===== src/sv/cfsa_pkg.sv =====
// Shared types, constants and helpers for the CAN frame store with aging.
`timescale 1ns / 1ps
package cfsa_pkg;

  // Table geometry
  localparam int ENTRIES = 2048;
  localparam int IDX_W   = (ENTRIES > 1) ? $clog2(ENTRIES) : 1;

  // Field widths
  localparam int FUNC_W     = 2;
  localparam int ID_W       = 29;
  localparam int LEN_W      = 4;
  localparam int DATA_W     = 64;
  localparam int ENTRY_ID_W = 11;
  localparam int AGE_W      = 3;

  // Function codes
  localparam logic [FUNC_W-1:0] FUNC_STORE = 2'd0;
  localparam logic [FUNC_W-1:0] FUNC_TICK  = 2'd1;
  localparam logic [FUNC_W-1:0] FUNC_READ  = 2'd2;

  // Reset and limit values
  localparam logic [AGE_W-1:0] AGE_RESET       = 3'd6;
  localparam logic [AGE_W-1:0] STORE_AGE_RESET = 3'd2;
  localparam logic [LEN_W-1:0] LEN_MAX         = 4'd8;

  // One table entry as held in memory
  typedef struct packed {
    logic [AGE_W-1:0]  age;
    logic [LEN_W-1:0]  len;
    logic [DATA_W-1:0] data;
  } entry_t;

  localparam entry_t ENTRY_RESET = '{age: AGE_RESET, len: '0, data: '0};

  // Controller to datapath commands
  typedef struct packed {
    logic store;       // write an incoming frame
    logic read_issue;  // read the entry for an incoming read transaction
    logic sweep_rd;    // aging sweep: read entry at the sweep counter
    logic clear_wr;    // clearing pass: write reset entry at the sweep counter
    logic load_out;    // move read data into the output register
  } cmd_t;

  // Datapath to controller status
  typedef struct packed {
    logic cnt_last;    // sweep counter on the last entry
    logic out_free;    // output register can take a result this cycle
  } sts_t;

  // Mask keeping the low len bytes (len saturated to 8 beforehand)
  function automatic logic [DATA_W-1:0] byte_mask(input logic [LEN_W-1:0] len);
    logic [DATA_W-1:0] m;
    for (int b = 0; b < 8; b++) begin
      m[b*8 +: 8] = (len > LEN_W'(b)) ? 8'hFF : 8'h00;
    end
    return m;
  endfunction

endpackage


===== src/sv/cfsa_ctrl.sv =====
// Controller state machine: clearing pass, transaction dispatch, aging sweep.
`timescale 1ns / 1ps
module cfsa_ctrl (
  input  logic                       clk,
  input  logic                       rst_n,
  input  logic                       in_valid,
  input  logic [cfsa_pkg::FUNC_W-1:0] in_func,
  output logic                       in_ready,
  output cfsa_pkg::cmd_t             cmd,
  input  cfsa_pkg::sts_t             sts
);
  import cfsa_pkg::*;

  typedef enum logic [4:0] {
    S_CLEAR    = 5'b00001,
    S_IDLE     = 5'b00010,
    S_READ     = 5'b00100,
    S_TICK     = 5'b01000,
    S_TICK_END = 5'b10000
  } state_t;

  state_t state_r, state_nxt;

  // Next state and commands
  always_comb begin
    state_nxt = state_r;
    cmd       = '0;
    in_ready  = 1'b0;
    case (state_r)
      S_CLEAR: begin
        cmd.clear_wr = 1'b1;
        if (sts.cnt_last) state_nxt = S_IDLE;
      end
      S_IDLE: begin
        in_ready = 1'b1;
        if (in_valid) begin
          case (in_func)
            FUNC_STORE: cmd.store = 1'b1;
            FUNC_TICK:  state_nxt = S_TICK;
            FUNC_READ: begin
              cmd.read_issue = 1'b1;
              state_nxt      = S_READ;
            end
            default: ;  // unused code, dropped
          endcase
        end
      end
      S_READ: begin
        if (sts.out_free) begin
          cmd.load_out = 1'b1;
          state_nxt    = S_IDLE;
        end
      end
      S_TICK: begin
        cmd.sweep_rd = 1'b1;
        if (sts.cnt_last) state_nxt = S_TICK_END;
      end
      S_TICK_END: begin
        // last write-back of the sweep happens in this cycle
        state_nxt = S_IDLE;
      end
      default: state_nxt = S_CLEAR;
    endcase
  end

  always_ff @(posedge clk) begin
    if (!rst_n) begin
      state_r <= S_CLEAR;
    end else begin
      state_r <= state_nxt;
    end
  end

endmodule


===== config.mk =====
export PLATFORM = sky130hd
export DESIGN_NAME = cfsa_ctrl
export DESIGN_NICKNAME = d
export VERILOG_FILES = /design/src/sv/cfsa_pkg.sv /design/src/sv/cfsa_ctrl.sv
export SDC_FILE = /design/constraint.sdc
export NUM_CORES = 1
export LEC_CHECK = 0
export BUFFER_PORTS_ARGS = -buffer_cell sky130_fd_sc_hd__buf_4
export CORE_AREA = 2 2 39 41
export CTS_BUF_LIST = sky130_fd_sc_hd__clkbuf_16
export DETAILED_ROUTE_END_ITERATION = 8
export DIE_AREA = 0 0 41 43
export GPL_TIMING_DRIVEN = 0
export SLEW_MARGIN = 20
export SYNTH_ARGS = -nofsm -noshare
export SYNTH_HDL_FRONTEND = slang
export SYNTH_SLANG_ARGS = --single-unit
export TNS_END_PERCENT = 20

===== constraint.sdc =====
create_clock -name clk -period 2.9 [get_ports clk]
set_input_delay 0.29 -clock clk [delete_from_list [all_inputs] [get_ports clk]]
set_output_delay 0.29 -clock clk [all_outputs]
set_load 0.02 [all_outputs]

==> Word level (Yosys, flattened, before mapping) <==
Cells that the tools add are included.
{ "word_totals": {"ff_bits": 5, "inputBits": 7, "out_inout_bits": 6, "elab_cells": 30} }
{ "op_classes": {"n_eq_ne": 12, "muxes": 15, "n_reduce_logical": 2} }
{ "op_table": {"columns": ["cell", "count"], "rows": [
  ["$pmux 5 s5", 1],
  ["$mux 5", 4],
  ["$pmux 5 s2", 1],
  ["$ne 2x2->1 const B", 4],
  ["$mux 1", 7],
  ["$eq 5x1->1 const B", 1],
  ["$eq 5x2->1 const B", 1],
  ["$eq 5x3->1 const B", 1],
  ["$eq 5x4->1 const B", 1],
  ["$eq 5x5->1 const B", 1],
  ["$reduce_and 5->1", 1],
  ["$mux 2", 2],
  ["$ne 3x1->1 const B", 1],
  ["$eq 2x1->1 const B", 1],
  ["$eq 2x2->1 const B", 1],
  ["$logic_not 2->1", 1]
]} }

==> Depth between registers and ports, before layout <==
Gate-level depths: netlist of the first run.
{ "depth": {"depth_word": 4, "ltp_mapped": 5, "mapped_depth_nobuf": 4} }

==> Least setup slack after synthesis of the first run <==
OpenSTA, ideal clock, no wires.
{ "synth_path": {"path_type": "reg-to-output", "start": "reg state_r[0]", "end": "out cmd[4] (netlist bit)", "arrival_ps": 1600, "required_ps": 2610, "setup_slack_ps": 1010, "path_stages_with_launch": 5, "path_buffers": 0, "cell_sequence": "dfxtp_1 -> or2_4 -> nor4b_4 -> nand2_1 -> nor3_1"} }
{ "synth_rtl": {"columns": ["element", "line_no", "rtl"], "rows": [
  ["start: declaration", "cfsa_ctrl.sv:22", "state_t state_r, state_nxt;"],
  ["start signal: assignment", "cfsa_ctrl.sv:70", "state_r <= state_nxt;"],
  ["end: declaration", "cfsa_ctrl.sv:9", "output cfsa_pkg::cmd_t cmd,"]
]} }

==> impl_metrics.ini, run 1 <==
[run_status]
outcome = finished, final reports clean

[floorplanning]
rows = 14
core_um2 = 1380
die_area_um2 = 1760
die_width_um = 41
io_pins = 13
initial_core_util_pct = 26.0
fp.dieH_um = 43

[sta]
fin_hold_ws_ns = 0.300
rsz0062_at_grt = no
worst_pin_slew_ns = 0.400
relSlewSlack_pct = 72.9
fin_tns_setup_ns = 0
setup_viol = 0
min_period_ns = 1.86
worst_clock_skew_ns = 0.00125
fmax_mhz = 539
post-route-period-util_pct = 64.0
hold_viol = 0
slew_violations = 0
setup_ws_ns = 1.04

[global_routing]
grt_max_degree = 11
grt_pass1_wl_um = 1370
grt_pass1_vias = 337
antenna_found_initial = 0
grt_usage_pct = 11.3
overflow = 0

[finish]
layout.cells.non_filler = 75
largest_reg_flops = 5
synthToLayoutAreaGrowth_pct = 52.4
final_cell_mix = buf_4 (12), dfxtp_1 (5)
diodes = 0
fin_nets = 67
largestRegisters = state_r x5
fin_util_pct = 39.7
drive_gt1_share_pct = 32.2
top_register = state_r
stdcell_area_um2 = 549
final_common_cell = buf_4

[cts]
clk_pin_slew_worst_paths_ns = 0.03
cts_tree = built
cts_buffers = 3
cts_post_setup_buffers_inserted = 0
cts_resized = 0
cts_max_level = 1
clk_latency_ns = 0.23
cts_root_buf = clkbuf_16
cts_buffer_depth = 2
cts_sinks = 5
cts_hold_buf = 0

[logic_synthesis]
synth-edff-count = 0
synthAdderAreaFrac_pct = 0
synth_compound_area_share_pct = 17.0
synthXorXnorAreaFrac_pct = 7.29
yosysWarnings = 0
synthDistinctLibCells = 24
syn_nets = 50
synthFlopType = dfxtp_1
yosysSeqAreaShare_pct = 27.8
async_flop_share_pct = 0
synth_top_family_by_area = simple AND/OR/NAND/NOR gates
muxShareOfSynthArea_pct = 2.78
syn_inst = 43
avgSynthCellArea_um2 = 8.38
yosys.area_share.simple_pct = 41.3
ys_ff_latch = 5
syn_area_um2 = 360

[placed_design]
post_dp_cell_area_um2 = 470
dp_slack_ns = 1.29
dpl.cell_count = 71
gp_congestion = 0.686
io_buffers = 12
detailed_place_hpwl_um = 628

[routing]
ant_nets = 0
drt-pass1-iter-count = 2
route.detailed.wl_per_inst_um = 10.8
drt-vias-per-instance = 4.96
via_count = 372
drc_errors = 0
totalWireLength_um = 808
drt-initial-drc-count = 1

[critical_path]
required_ns = 2.61
cp_cell_sequence = or2_4 -> nor4b_4 -> nand2_1 -> nor3_1 -> buf_4
worst-path-buf-inv = 1
reg2reg_from = state_r[3]
worst_setup_path_start_kind = flop
rrSetupSlack_ns = 1.42
startpoint = state_r[0]
worstPathMaxFanout = 7
critPathTopFamily = simple AND/OR/NAND/NOR gates
setup.worst_path.class = flop to output pin
cp-end-kind = output pin
cp.arrival_ns = 1.57
critPathSlowestCell = dfxtp_1
critPathMaxStageDelay_ns = 0.36

[power]
leakage_nw = 0.250
total_power_mw = 0.474
power_density_nw_per_um2 = 863
ir_worst_vdd_uv = 519

[min_path]
hold_class = input pin to flop
min-delay-start = sts[1]

[run]
cap_violations = 0
==> worst paths after layout <==
kind                endpoint  cells after the start
setup / recovery      cmd[4]                      5
hold / removal    state_r[0]                      2
setup reg to reg  state_r[1]                      5
hold reg to reg   state_r[1]                      2
==> routing by layer <==
metal / up-vias / GRT usage [%] / routed length, um / part of all wire (%)
met3: 3 / 6.28 / 65 / 8.0
li1: 193 / - / - / -
met1: 163 / 13.5 / 392 / 49
met2: 13 / 16.6 / 339 / 42
met5: - / 0 / 0 / 0
met4: 0 / 4.00 / 10 / 1.2
==> cells by family (layout without fill, tap and decap cells) <==
| kind of cell | after synthesis | after routing |
|---|---|---|
| simple gates | 22 | 22 |
| flops | 5 | 5 |
| mux | 1 | 1 |
| xor+xnor | 3 | 3 |
| compound gates | 9 | 9 |
| buf+inv | 3 | 19 |
==> Yosys cell counts, drive strengths merged, types with 2 or more instances <==
cell,number,area (um^2)
nor2b,2,12.5
dfxtp,5,100
nor2,3,11.3
nand2,3,11.3
nand3,3,15.0
o21ai,3,15.0
o211ai,2,15.0
nor3,2,10.0
xor2,2,17.5
nor4b,3,41.3
and3,2,12.5
buf,2,10.0
==> area by class of cell <==
cell class	count	area, um^2
fill	142	835
sequential	5	100
tap	16	20.0
buffer	2	10.0
timing repair buffer	12	90.1
clock inverter	1	3.75
inverter	1	3.75
clock buffer	3	75.1
multi-input combinational	35	246
==> power by group <==
group	leakage [nW]	switching (mW)	internal [mW]
sequential	0.0408	0.0239	0.0825
clock	0.0423	0.0434	0.178
combinational	0.167	0.0742	0.0715
Note: power is estimated with default switching activity, not from simulation.
==> run 2: changes to the inputs <==
--- a/config.mk
+++ b/config.mk
@@ -5,6 +5,7 @@
 export SDC_FILE = /design/constraint.sdc
 export NUM_CORES = 1
 export LEC_CHECK = 0
+export ABC_AREA = 1
 export BUFFER_PORTS_ARGS = -buffer_cell sky130_fd_sc_hd__buf_4
 export CORE_AREA = 2 2 39 41
 export CTS_BUF_LIST = sky130_fd_sc_hd__clkbuf_16
==> constraint.sdc (replaced) <==
create_clock -name clk -period 1.9 [get_ports clk]
set_input_delay 0.19 -clock clk [delete_from_list [all_inputs] [get_ports clk]]
set_output_delay 0.19 -clock clk [all_outputs]
set_load 0.02 [all_outputs]
==> impl_metrics.ini, run 2 <==
[cts]
clk_latency_ns = 0.23
cts_root_buf = clkbuf_16
cts_buffer_depth = 2
clk_pin_slew_worst_paths_ns = 0.03
cts_sinks = 5
cts_max_level = 1
cts_post_setup_buffers_inserted = 0
cts_buffers = 3
cts_tree = built
cts_resized = 0
cts_hold_buf = 0

[finish]
final_cell_mix = buf_4 (12), inv_1 (10), nand2_1 (9)
diodes = 0
fin_nets = 88
top_register = state_r
largestRegisters = state_r x5
fillerInstances = 145
final_common_cell = buf_4
layout.cells.non_filler = 96
synthToLayoutAreaGrowth_pct = 42.1
largest_reg_flops = 5
drive_gt1_share_pct = 52.5

[critical_path]
crit_top_cell = nor2_4
cp-end-kind = output pin
worstPathMaxFanout = 5
critPathSlowestCell = dfxtp_1
cp_cell_sequence = nor2_4 -> nand2_2 -> nor2_4 -> inv_4 -> nor4_2 -> buf_4
setup.worst_path.class = flop to output pin
cp.arrival_ns = 1.35
required_ns = 1.71
rrSetupSlack_ns = 0.69
critPathMaxStageDelay_ns = 0.34
worst_setup_path_start_kind = flop

[logic_synthesis]
synth.area.top_cells = dfxtp_1 (22%), nand3_2 (11%), inv_1 (7.5%)
syn_nets = 71
synthDistinctLibCells = 20
avgSynthCellArea_um2 = 7.02
yosysSeqAreaShare_pct = 22.3
netlist.area_leader.share_pct = 22.3
syn_inst = 64
synthFlopType = dfxtp_1
syn_area_um2 = 449
yosys.area.top_type = dfxtp_1
ys_top_cells_by_count = inv_1 (9), nand2_1 (9), inv_2 (6)
yosysWarnings = 0
synth-edff-count = 0
ys_ff_latch = 5
async_flop_share_pct = 0

[floorplanning]
io_pins = 13
fp.dieH_um = 43
core_um2 = 1380
initial_core_util_pct = 32.5
rows = 14
die_area_um2 = 1760
die_width_um = 41

[routing]
totalWireLength_um = 894
via_count = 432
ant_nets = 0
route.met2.wl_um = 411
dr_wl_met3_um = 57
top_layer_used = met4
drt-initial-drc-count = 5
drc_errors = 0
drt-pass1-iter-count = 4
drt-met1-wl_um = 402
drt-vias-per-instance = 4.50
route.detailed.wl_per_inst_um = 9.31

[global_routing]
grt_pass1_wl_um = 1570
grt_usage_pct = 13.6
antenna_found_initial = 0
grt_max_degree = 6
grt_pass1_vias = 411
overflow = 0

[power]
ir_worst_vdd_uv = 500
total_power_mw = 0.923
leakage_nw = 0.325
power_density_nw_per_um2 = 1450

[placed_design]
gp_congestion = 0.774
dpl.cell_count = 92
detailed_place_hpwl_um = 760
io_buffers = 12

[sta]
relSlewSlack_pct = 87.0
slew_violations = 0
setup_viol = 0
worst_clock_skew_ns = 0.000572
fin_tns_setup_ns = 0
rsz0062_at_grt = no
hold_viol = 0
fmax_mhz = 650
post-route-period-util_pct = 80.9
min_period_ns = 1.54
worst_pin_slew_ns = 0.194

[min_path]
hold_class = input pin to flop

[run_status]
outcome = finished, final reports clean

[run]
cap_violations = 0
[run 2: where the power goes]
part	switching, mW	internal (mW)
clock	0.0666	0.272
combinational	0.263	0.153
sequential	0.0333	0.135
[run 2: cells by family after synthesis]
group           Yosys count  share of synthesized area, %
buf+inv                  16                          13.9
compound gates            4                          6.69
simple gates             39                          57.1
flops                     5                          22.3
[run 2: worst max-delay path, delay by kind of cell (launching register included)]
| family | cells | cell delay, ns |
|---|---|---|
| and+or+nand+nor | 4 | 0.53 |
| DFF | 1 | 0.34 |
| buffers and inverters | 2 | 0.25 |
[run 2: layout make-up]
class	count	area, um^2	area share (%)
multi-input cells	43	287	44.9
flip-flops and latches	5	100	15.7
repair buffers	12	90.1	14.1
clock buffers	3	75.1	11.8
inverters	16	62.6	9.80
well taps	16	20.0	3.14
clock inverters	1	3.75	0.588
[run 2: worst paths after layout]
kind,from,endpoint,depth (start not counted)
max,state_r[2],cmd[4],6
min reg2reg,state_r[1],state_r[1],4
min,sts[1],state_r[0],2
max reg2reg,state_r[2],state_r[1],9
[run 2: per-layer routing]
metal	up-vias	GRT usage (%)
met4	0	12.0
li1	234	-
met2	15	19.7
met5	-	0
met3	3	3.14
met1	180	15.7
[run 2: stage by stage]
stage / area [um^2] / util [%] / setup WS, ns / hold WS [ns]
after detailed placement: 559 / 40.4 / 0.590 / 0.428
after floorplan: 449 / - / 0.417 / 0.289
final: 638 / 46.1 / 0.362 / 0.198
after CTS: 638 / 46.1 / 0.342 / 0.200
after global placement: 559 / 40.4 / 0.603 / 0.423
after global routing: 638 / 46.1 / 0.274 / 0.217
==> run 3: changes to the inputs <==
--- a/config.mk
+++ b/config.mk
@@ -5,7 +5,7 @@
 export SDC_FILE = /design/constraint.sdc
 export NUM_CORES = 1
 export LEC_CHECK = 0
-export ABC_AREA = 1
+export ABC_AREA = 0
 export BUFFER_PORTS_ARGS = -buffer_cell sky130_fd_sc_hd__buf_4
 export CORE_AREA = 2 2 39 41
 export CTS_BUF_LIST = sky130_fd_sc_hd__clkbuf_16
==> constraint.sdc (replaced) <==
create_clock -name clk -period 1.5 [get_ports clk]
set_input_delay 0.15 -clock clk [delete_from_list [all_inputs] [get_ports clk]]
set_output_delay 0.15 -clock clk [all_outputs]
set_load 0.02 [all_outputs]
==> impl_metrics.ini, run 3 (synthesized netlist as in run 1, its figures left out) <==
[sta]
worst_clock_skew_ns = 0.00290
setup_viol = 3
worst_pin_slew_ns = 0.356
min_period_ns = 1.69
slew_violations = 0
relSlewSlack_pct = 76.0
hold_viol = 0
fin_hold_ws_ns = 0.158
rsz0062_at_grt = yes
fmax_mhz = 591
setup_ws_ns = -0.193
post-route-period-util_pct = 113

[finish]
largest_reg_flops = 5
final_common_cell = buf_4
drive_gt1_share_pct = 40.7
synthToLayoutAreaGrowth_pct = 58.0
diodes = 0
multiInputGateArea_um2 = 260
top_register = state_r
seq_area_um2 = 103
largestRegisters = state_r x5
fillerInstances = 145
fin_nets = 67

[critical_path]
worst-path-buf-inv = 1
cp_cell_sequence = or2_4 -> nor4b_4 -> and3_1 -> buf_6
reg2reg_from = state_r[0]
critPathTopFamily = simple AND/OR/NAND/NOR gates
rrSetupSlack_ns = 0.07
timing.rr.end = state_r[4]
r2r_cells = 4
worst_setup_path_start_kind = flop
setup.worst_path.class = flop to output pin
critPathSlowestCell = dfxtp_2
cp-end-kind = output pin
cp.arrival_ns = 1.54
required_ns = 1.35
critPathMaxStageDelay_ns = 0.34
worstPathMaxFanout = 7

[global_routing]
antenna_found_initial = 0
grt_usage_pct = 11.4
grt_pass1_vias = 346
overflow = 0
grt_pass1_wl_um = 1350
grt_max_degree = 11

[placed_design]
io_buffers = 12
gp_congestion = 0.658
detailed_place_hpwl_um = 605
dp_slack_ns = 0.0257

[cts]
cts_buffers = 3
clk_latency_ns = 0.23
cts_tree = built
cts_root_buf = clkbuf_16
cts_sinks = 5
cts_buffer_depth = 2
clk_pin_slew_worst_paths_ns = 0.03
cts_max_level = 1

[power]
power_density_nw_per_um2 = 1620
ir_worst_vdd_uv = 853
leakage_nw = 0.253

[floorplanning]
fp.dieH_um = 43
rows = 14
die_area_um2 = 1760
core_um2 = 1380
io_pins = 13
initial_core_util_pct = 26.0
die_width_um = 41

[routing]
drt-initial-drc-count = 3
drt-vias-per-instance = 4.96
ant_nets = 0
drc_errors = 0
route.detailed.wl_per_inst_um = 10.2
drt-pass1-iter-count = 2
via_count = 372
totalWireLength_um = 767

[run_status]
violations = setup timing
outcome = finished, violations left

[min_path]
hold_class = input pin to flop
worstHoldPathCells = 2
whs_endpoint = state_r[0]
min-delay-start = sts[1]

[run]
cap_violations = 0
==> run 3: final cells by class <==
cell class	instances	area share, %
buffer	2	1.76
clock buffer	3	13.2
clock inverter	1	0.659
inverter	1	0.659
multi-input combinational	35	45.7
sequential	5	18.0
tap	16	3.52
timing repair buffer	12	16.5
==> run 3: worst max path at each step <==
stage               startpoint         end  slack [ns]  depth (start not counted)
floorplan           state_r[0]  state_r[2]       -0.11                          4
global placement    state_r[0]      cmd[3]       0.008                          4
detailed placement  state_r[1]  state_r[1]        0.03                          4
CTS                 state_r[0]      cmd[4]       -0.19                          5
global route        state_r[0]      cmd[3]       -0.25                          4
finish              state_r[0]      cmd[3]       -0.19                          4
==> run 3: timing repair <==
item	CTS	global route
endpoints found under the setup margin	4	8
setup buffers	0	0
pin swaps	1	0
hold buffers	0	0
resized for setup	3	1
==> run 3: power by group <==
part	total, mW	switching, mW	internal, mW	leakage (nW)
logic	0.287	0.144	0.143	0.170
registers	0.210	0.0481	0.162	0.0411
clock network	0.427	0.0826	0.345	0.0423
total	0.924	0.275	0.650	0.253
==> run 3: routing by layer <==
layer	GRT usage (%)	wire length, um
met3	6.28	57
met5	0	0
met1	14.4	363
met2	15.0	345
met4	6.00	0
==> run 3: through the flow <==
| step | utilization, % | power, mW | area (um^2) | setup TNS (ns) | instances |
|---|---|---|---|---|---|
| after floorplan | - | 0.404 | 372 | -0.299 | 43 |
| after global placement | 34.8 | 0.493 | 482 | 0 | 71 |
| after detailed placement | 34.8 | 0.495 | 482 | 0 | 71 |
| after CTS | 41.0 | 0.929 | 567 | -0.390 | 75 |
| after global routing | 41.1 | 0.984 | 569 | -0.678 | 75 |
| final | 41.1 | 0.924 | 569 | -0.399 | 75 |
